$ cat src/hw/rtl/msort_pkg.sv
// Shared command and status types for the merge sorter controller and datapath.
`default_nettype none

package msort_pkg;

  // Datapath operation selected by the controller each cycle
  typedef enum logic [2:0] {
    OP_IDLE,
    OP_COLLECT,
    OP_RUN,
    OP_MERGE,
    OP_EMIT_START,
    OP_EMIT
  } msort_op_e;

  typedef struct packed {
    msort_op_e op;
  } msort_cmd_t;

  typedef struct packed {
    logic seq_end;    // marked element transferred this cycle
    logic run_last;   // current merge step writes the last slot of the run
    logic pass_last;  // current run ends at the element count
    logic sort_done;  // run width covers the whole sequence
    logic emit_done;  // final sorted element loaded into the output register
  } msort_sts_t;

endpackage

`default_nettype wire

$ cat src/hw/rtl/msort_ctrl.sv
// Sequencer for the merge sorter: collect, merge passes, emit.
`default_nettype none

module msort_ctrl
  import msort_pkg::*;
(
  input  wire logic       clk_i,
  input  wire logic       rst_ni,
  input  wire msort_sts_t sts_i,
  output msort_cmd_t      cmd_o,
  output logic            in_ready_o
);

  typedef enum logic [2:0] {
    S_COLLECT,
    S_PASS,
    S_RUN,
    S_MERGE,
    S_EMIT_INIT,
    S_EMIT
  } state_e;

  state_e state_q;

  always_ff @(posedge clk_i or negedge rst_ni) begin
    if (!rst_ni) begin
      state_q <= S_COLLECT;
    end else begin
      case (state_q)
        S_COLLECT: begin
          if (sts_i.seq_end) state_q <= S_PASS;
        end
        S_PASS: begin
          state_q <= sts_i.sort_done ? S_EMIT_INIT : S_RUN;
        end
        S_RUN: begin
          state_q <= S_MERGE;
        end
        S_MERGE: begin
          if (sts_i.run_last) state_q <= sts_i.pass_last ? S_PASS : S_RUN;
        end
        S_EMIT_INIT: begin
          state_q <= S_EMIT;
        end
        S_EMIT: begin
          if (sts_i.emit_done) state_q <= S_COLLECT;
        end
        default: begin
          state_q <= S_COLLECT;
        end
      endcase
    end
  end

  always_comb begin
    case (state_q)
      S_COLLECT:   cmd_o.op = OP_COLLECT;
      S_RUN:       cmd_o.op = OP_RUN;
      S_MERGE:     cmd_o.op = OP_MERGE;
      S_EMIT_INIT: cmd_o.op = OP_EMIT_START;
      S_EMIT:      cmd_o.op = OP_EMIT;
      default:     cmd_o.op = OP_IDLE;
    endcase
  end

  assign in_ready_o = (state_q == S_COLLECT);

endmodule

`default_nettype wire

$ cat config.mk
export PLATFORM = sky130hd
export DESIGN_NAME = msort_ctrl
export DESIGN_NICKNAME = d
export VERILOG_FILES = /design/src/hw/rtl/msort_pkg.sv /design/src/hw/rtl/msort_ctrl.sv
export SDC_FILE = /design/constraint.sdc
export NUM_CORES = 1
export LEC_CHECK = 0
export BUFFER_PORTS_ARGS = -buffer_cell sky130_fd_sc_hd__clkbuf_2
export CORE_AREA = 2 2 39 41
export CTS_BUF_LIST = sky130_fd_sc_hd__clkbuf_16
export DETAILED_ROUTE_END_ITERATION = 16
export DIE_AREA = 0 0 41 43
export REMOVE_ABC_BUFFERS = 1
export SYNTH_ARGS = -nofsm -noshare
export SYNTH_HDL_FRONTEND = slang
export SYNTH_SLANG_ARGS = --single-unit
$ cat constraint.sdc
create_clock -name clk_i -period 3.6 [get_ports clk_i]
set_input_delay 0.18 -clock clk_i [delete_from_list [all_inputs] [get_ports clk_i]]
set_output_delay 0.18 -clock clk_i [all_outputs]
set_load 0.005 [all_outputs]
# --- After elaboration in Yosys (flattened, before gate mapping) ---
# Index checks and enable logic that the tools add are counted.
classes:
  n_addsub: 0
  mul: 0
  div: 0
  magnitude_cmp: 0
  n_eq_ne: 8
  shifts: 0
  muxes: 7
  bitwise: 0
  n_reduce_logical: 2
ops:
  columns: ["operator", "n"]
  rows:
  - ["3-bit one-hot mux with 6 select lines", 1]
  - ["3-bit one-hot mux with 5 select lines", 1]
  - ["3-bit 2-to-1 mux", 4]
  - ["3-bit by 2-bit equality test with 1-bit output, second input constant", 2]
  - ["3-bit equality test, second input constant", 2]
  - ["2-bit != test, second input constant", 3]
  - ["3-bit by 1-bit equality test with 1-bit output, second input constant", 1]
  - ["3-bit logical NOT", 1]
  - ["3-bit AND reduction", 1]
  - ["2-bit 2-to-1 mux", 1]
word_totals:
  regBits: 3
  latch_bits: 0
  ramBits: 0
  romBits: 0
  memories: 0

# --- Depth between registers and ports, before layout ---
# Gate-level depths: netlist of run 1.
depth:
  ltp_word: 3
  mapped_depth: 4
  depth_no_buf: 3

# --- Worst setup path after synthesis of run 1 ---
# No wires, ideal clock.
synth_path:
  kind: "reg-to-reg"
  from: "register state_q[2]"
  to: "register state_q[0]"
  setup_ns: 0.121
  arrival_ns: 1.022
  required_time_ns: 3.479
  path_slack_ns: 2.457
  stages_incl_launch_ff: 5
  period_less_slack_ns: 1.143
  path_cell_list: "dfrtp_1 buf_6 nor2b_4 a22o_1 a22o_1"
synth_via:
  elab_chain_cells: 3
synth_rtl:
  columns: ["element", "line_no", "text"]
  rows:
  - ["start, declared", "msort_ctrl.sv:23", "state_e state_q;"]
  - ["start signal, assigned", "msort_ctrl.sv:34", "state_q <= sts_i.sort_done ? S_EMIT_INIT : S_RUN;"]
  - ["start signal, assigned", "msort_ctrl.sv:40", "if (sts_i.run_last) state_q <= sts_i.pass_last ? S_PASS : S_RUN;"]
  - ["3-bit by 2-bit equality test with 1-bit output, or another cell as far along", "msort_ctrl.sv:29", "case (state_q)"]
  - ["2-bit != test (no line)", null, null]
  - ["3-bit AND reduction (no line)", null, null]
# Several ways; a longest one is shown, not always the timed one.
# A chain may end at the register's enable or synchronous reset.

==> results of run 1 <==
==> synthesized netlist by cell type <==
master / number
a22o_1: 2
a22oi_1: 2
buf_2: 1
buf_6: 2
dfrtp_1: 3
inv_1: 2
nand2_1: 4
nor2_1: 3
nor2b_1: 3
nor2b_4: 1
nor3_1: 1
o21ai_0: 1
o21bai_1: 1
o22ai_1: 1
xor2_1: 1
==> where the power goes <==
group / internal [mW] / leakage, nW / total (mW) / switching [mW]
clock: 0.143 / 0.0423 / 0.176 / 0.0325
combinational: 0.0756 / 0.109 / 0.125 / 0.0498
sequential: 0.0514 / 0.0371 / 0.0957 / 0.0443
total: 0.270 / 0.188 / 0.397 / 0.127
==> cell families (layout without fill, tap and decap cells) <==
| logic type | count (synthesis) | after routing | synth area share [%] |
|---|---|---|---|
| XOR/XNOR | 1 | 1 | 3.74 |
| AO/OA/AOI/OAI | 7 | 7 | 21.9 |
| flip-flops | 3 | 3 | 32.1 |
| AND/OR/NAND/NOR | 12 | 12 | 27.3 |
| buffers and inverters | 5 | 17 | 15.0 |
==> worst max path at each step <==
| stage | start | to | cells after the start |
|---|---|---|---|
| finish | state_q[0] | cmd_o[0] | 4 |
| global route | state_q[0] | cmd_o[0] | 4 |
| CTS | state_q[0] | cmd_o[0] | 4 |
| detailed placement | state_q[2] | state_q[0] | 3 |
| global placement | state_q[2] | state_q[0] | 3 |
| floorplan | state_q[1] | state_q[0] | 3 |
==> layer usage <==
metal / vias up / GRT usage, %
li1: 116 / -
met1: 89 / 9.00
met5: - / 0
met3: 3 / 1.57
met4: 0 / 12.0
met2: 11 / 10.3
==> worst reg2reg max path, cell delays in order (launching register included) <==
cell     delay (ps)
dfrtp_1         470
nor2b_4         180
a22o_1          230
a22o_1          230
==> per-stage QoR <==
stage / setup WS, ps / hold WS [ps]
6_report: 2240 / 240
5_1_grt: 2100 / 298
4_1_cts: 2220 / 253
3_5_place_dp: 2390 / -22.2
3_3_place_gp: 2410 / -20.1
2_1_floorplan: 2460 / -116
==> layout make-up <==
cell class / count / area [sq um] / share of cell area, %
multi-input cells: 20 / 124 / 33.9
flip-flops and latches: 3 / 75.1 / 20.5
clock buffers: 3 / 75.1 / 20.5
repair buffers: 11 / 60.1 / 16.4
well taps: 16 / 20.0 / 5.48
inverters: 2 / 7.51 / 2.05
clock inverters: 1 / 3.75 / 1.03
==> results.cfg, run 1 <==
[status]
status = finished clean

[hold_path]
min_to = state_q[2]
whs_path_depth = 3
hp-class = primary input to flip-flop
worstHoldStart = sts_i[1]

[setup_path]
timing.rr.start = state_q[2]
critical_path.top_delay_family = flip-flops
max_stage_delay_ps = 480
cp_slowest_cell = dfrtp_1
reg2reg_depth = 3
worstReg2RegEnd = state_q[0]
required_ps = 3420
cp-start-kind = flip-flop
end_kind = primary output
path_cells = nor2b_1 -> nand2_1 -> o21ai_0 -> clkbuf_2
worst-path-buf-inv = 1
path_max_fanout = 9
rrSetupSlack_ps = 2390
crit_type = flip-flop to primary output
cp.arrival_ps = 1180

[clocking]
postCtsHoldBufs = 1
root_buffer = clkbuf_16
post_cts.repair.setup_buffers = 0
cts.clk_slew.worst_paths_ps = 30
clock_path_buffers = 2
cts.sinks = 3
cts_tree = done
ctsResizeCount = 0
numCtsBuffers = 3
htreeDepth = 1
worstSkewPairLatency_ps = 230

[pwr]
finalPower_mw = 0.397
irDropWorstVdd_uv = 272
p_leak_nw = 0.188
p_per_area_nw_per_um2 = 1090

[place]
dpl.hpwl_microns = 361
dp.cells = 51
placed_area_sq_um = 277
portBuffers = 10
gp_congestion = 0.738

[synthesis]
syn_inst = 28
yosys_warnings = 0
syn_area_per_cell_sq_um = 8.36
ys_types = 15
yosysSeqAreaShare_pct = 32.1
yosys.area.top_type = dfrtp_1
syn_area_sq_um = 234
ys_seq_elements = 3
yosysTopAreaCellShare_pct = 32.1
synthTopCellsByArea = dfrtp_1 32%, buf_6 9.6%, nor2b_1 8.0%

[drt]
m1WireLength_microns = 223
drt_pass1_iterations = 2
routed-wl-met3_microns = 44
vias = 219
drc_errors = 0
via_per_inst = 3.91
wl_microns = 523
drt-initial-drc-count = 3
dr_wl_met2_microns = 230
ant_nets = 0
highest_layer = met4
wl_per_cell_microns = 9.34

[floorplan]
die_w_microns = 41
core_sq_um = 1380
ios = 11
initial_core_util_pct = 16.9
die_height_microns = 43
num_rows = 14
dieArea_sq_um = 1760

[grt]
antenna_found_initial = 0
grt_overflow = 0
grt_pass1_vias = 239
grt_pass1_wl_microns = 883
grt_max_degree = 11
grt_use_total_pct = 8.23

[sta]
fin_skew_ps = 1.02
max-slew-margin-rel_pct = 78.5
setup_violations = 0
finalHoldViolCount = 0
tightest_slew_ps = 323
max_freq_mhz = 734
min_period_ps = 1360
rsz0062_at_grt = false
period_share_pct = 37.8
slew_violations = 0
tns_ps = 0

[cells_and_area]
top_regs = state_q x3
fin_util_pct = 26.4
largest_reg_flops = 3
fill_cells = 159
top_register = state_q
num_antenna_cells = 0
final_cell_mix = 10 x clkbuf_2, 4 x nand2_1
finalInstanceArea_sq_um = 365
stdcell_count = 56
fin_nets = 48
layout-drive-gt1-share_pct = 35.0
area_delta_synth_final_pct = 56.1
layout_commonest_cell = clkbuf_2

[flow_run]
maxCapViolations = 0
No activity file was read; power rests on OpenSTA's default activity.
==> run 2, diff against run 1 <==
--- a/config.mk
+++ b/config.mk
@@ -5,6 +5,7 @@
 export SDC_FILE = /design/constraint.sdc
 export NUM_CORES = 1
 export LEC_CHECK = 0
+export ABC_AREA = 1
 export BUFFER_PORTS_ARGS = -buffer_cell sky130_fd_sc_hd__clkbuf_2
 export CORE_AREA = 2 2 39 41
 export CTS_BUF_LIST = sky130_fd_sc_hd__clkbuf_16
==> constraint.sdc (replaced) <==
create_clock -name clk_i -period 1.2 [get_ports clk_i]
set_input_delay 0.06 -clock clk_i [delete_from_list [all_inputs] [get_ports clk_i]]
set_output_delay 0.06 -clock clk_i [all_outputs]
set_load 0.005 [all_outputs]
==> run 2 against run 1 <==
Against the previous run: clock skew is essentially flat; die area is the same; global-route usage grew 1.0 points; cell count grew 32%; via count grew 46%; sequential power grew to 2.6 times the previous value; clock power grew to 3.0 times the previous value; largest power group unchanged; sequential cell count is the same; setup slack lost 2200 ps; synthesized cell count grew 46%; count of clock-buffer cells in the layout is the same; critical path depth is the same.
==> results.cfg, run 2 <==
[synthesis]
ys_async_sr_fraction_pct = 100
yosysTopAreaCellShare_pct = 30.2
yosys.area.top_type = dfrtp_1
yosys_warnings = 0
ys_types = 11
yosysSeqAreaShare_pct = 30.2
synth_commonest_cells = 10 x nand2_1, 7 x inv_1, 5 x nand3_1, 5 x nor2_1, 4 x nand4_1
synth_most_common_cell = nand2_1
synth_edf_count = 0
syn_area_sq_um = 249
synthTopCellsByArea = dfrtp_1 30%, nand2_1 15%, inv_1 11%
ys_seq_elements = 3
ys.flop_type = dfrtp_1
syn_area_per_cell_sq_um = 6.07
syn_inst = 41

[hold_path]
worstHoldStart = sts_i[3]
hp-class = primary input to flip-flop

[cells_and_area]
num_antenna_cells = 0
top_regs = state_q x3
stdcell_count = 74
fin_nets = 66
final_cell_mix = 9 x nand2_1, 9 x clkbuf_2, 7 x inv_1, 5 x nand3_1
area_delta_synth_final_pct = 74.9
top_register = state_q
fin_util_pct = 31.5
largest_reg_flops = 3
layout-drive-gt1-share_pct = 41.4

[clocking]
htreeDepth = 1
clock_path_buffers = 2
cts_tree = done
cts.clk_slew.worst_paths_ps = 30
cts.sinks = 3
worstSkewPairLatency_ps = 220
root_buffer = clkbuf_16
numCtsBuffers = 3

[floorplan]
die_height_microns = 43
dieArea_sq_um = 1760
ios = 11
num_rows = 14
die_w_microns = 41
initial_core_util_pct = 18.0
core_sq_um = 1380

[drt]
vias = 320
ant_nets = 0
drt_pass1_iterations = 4
via_per_inst = 4.32
wl_per_cell_microns = 8.77
drc_errors = 0
wl_microns = 649
drt-initial-drc-count = 6

[setup_path]
path_cells = nor2_4 -> nand2_2 -> o211ai_1 -> buf_2
cp_num_cells = 4
path_max_fanout = 6
cp_slowest_cell = dfrtp_2
crit_path_start = state_q[1]
cp-start-kind = flip-flop
required_ps = 1140
worstReg2RegEnd = state_q[1]
worst-path-buf-inv = 1
reg2reg_depth = 6
end_kind = primary output
cp.arrival_ps = 1090
timing.rr.start = state_q[2]
rrSetupSlack_ps = 160
critical_path.top_delay_family = flip-flops
crit_type = flip-flop to primary output
max_stage_delay_ps = 440
critPathCapture = cmd_o[0]

[status]
status = finished clean

[place]
dp.cells = 67
gp_congestion = 0.778
dpl.hpwl_microns = 478
portBuffers = 10

[grt]
grt_max_degree = 8
grt_overflow = 0
antenna_found_initial = 0
grt_pass1_vias = 254
grt_use_total_pct = 9.26
grt_pass1_wl_microns = 979

[pwr]
p_leak_nw = 0.253
p_per_area_nw_per_um2 = 2940
irDropWorstVdd_uv = 700
finalPower_mw = 1.28

[sta]
finalHoldViolCount = 0
max_freq_mhz = 869
period_share_pct = 95.9
min_period_ps = 1150
max-slew-margin-rel_pct = 87.5
holdWs_ps = 115
fin_skew_ps = 0.794
rsz0062_at_grt = false
setup_violations = 0
tightest_slew_ps = 186
tns_ps = 0
slew_violations = 0

[flow_run]
maxCapViolations = 0
-- run 2: final cells by class --
class                   count  area [sq um]
fillers                   170           948
inverters                   9          36.3
clock buffers               3          75.1
multi-input cells          28           139
clock inverters             1          3.75
repair buffers             14          82.6
flip-flops and latches      3          78.8
well taps                  16          20.0
-- run 2: report_power, final --
| group | internal [mW] | switching, mW | leakage [nW] |
|---|---|---|---|
| clock network | 0.430 | 0.0955 | 0.0423 |
| logic | 0.243 | 0.264 | 0.176 |
| registers | 0.156 | 0.0918 | 0.0342 |
-- run 2: per-layer routing --
layer	routed length [microns]	vias up	share of wire [%]	global-route usage (%)
met5	0	-	0	0
met3	59	2	9.1	6.28
met2	309	12	48	11.3
li1	-	167	-	-
met1	263	139	41	10.4
met4	16	0	2.5	8.00
-- run 2: worst min path at each step --
| stage | cells past startpoint | slack (ps) | to |
|---|---|---|---|
| after global routing | 4 | 140 | state_q[0] |
| after floorplan | 0 | -240 | state_q[0] |
| after CTS | 4 | 120 | state_q[0] |
| after global placement | 1 | -140 | state_q[2] |
| after detailed placement | 1 | -140 | state_q[2] |
| final | 4 | 110 | state_q[0] |
-- run 2: repair_timing --
item / in CTS / in global routing
endpoints found under the setup margin: 2 / 2
pin swaps: 1 / 1
endpoints found under the hold margin: 3 / 0
hold buffers: 1 / 0
setup buffers: 0 / 2
resized for setup: 4 / 5
-- run 2: cells by family (layout without fill, tap and decap cells) --
family	after synthesis	count (layout)	synth area share [%]
AO/OA/AOI/OAI	4	4	9.04
buffers and inverters	10	27	18.1
flip-flops	3	3	30.1
AND/OR/NAND/NOR	24	24	42.7
-- run 2: worst register-to-register path: cells and delay by family (launching register included) --
family	cells	cell delay [ps]
AND/OR/NAND/NOR	3	210
AO/OA/AOI/OAI	1	110
buffers and inverters	2	210
flip-flops	1	440
-- run 2: metrics by stage --
| stage | instance area (sq um) | setup WS [ps] |
|---|---|---|
| floorplan | 238 | 213 |
| global placement | 315 | 152 |
| detailed placement | 315 | 137 |
| CTS | 413 | 1.89 |
| global route | 435 | 3.43 |
| finish | 435 | 49.3 |
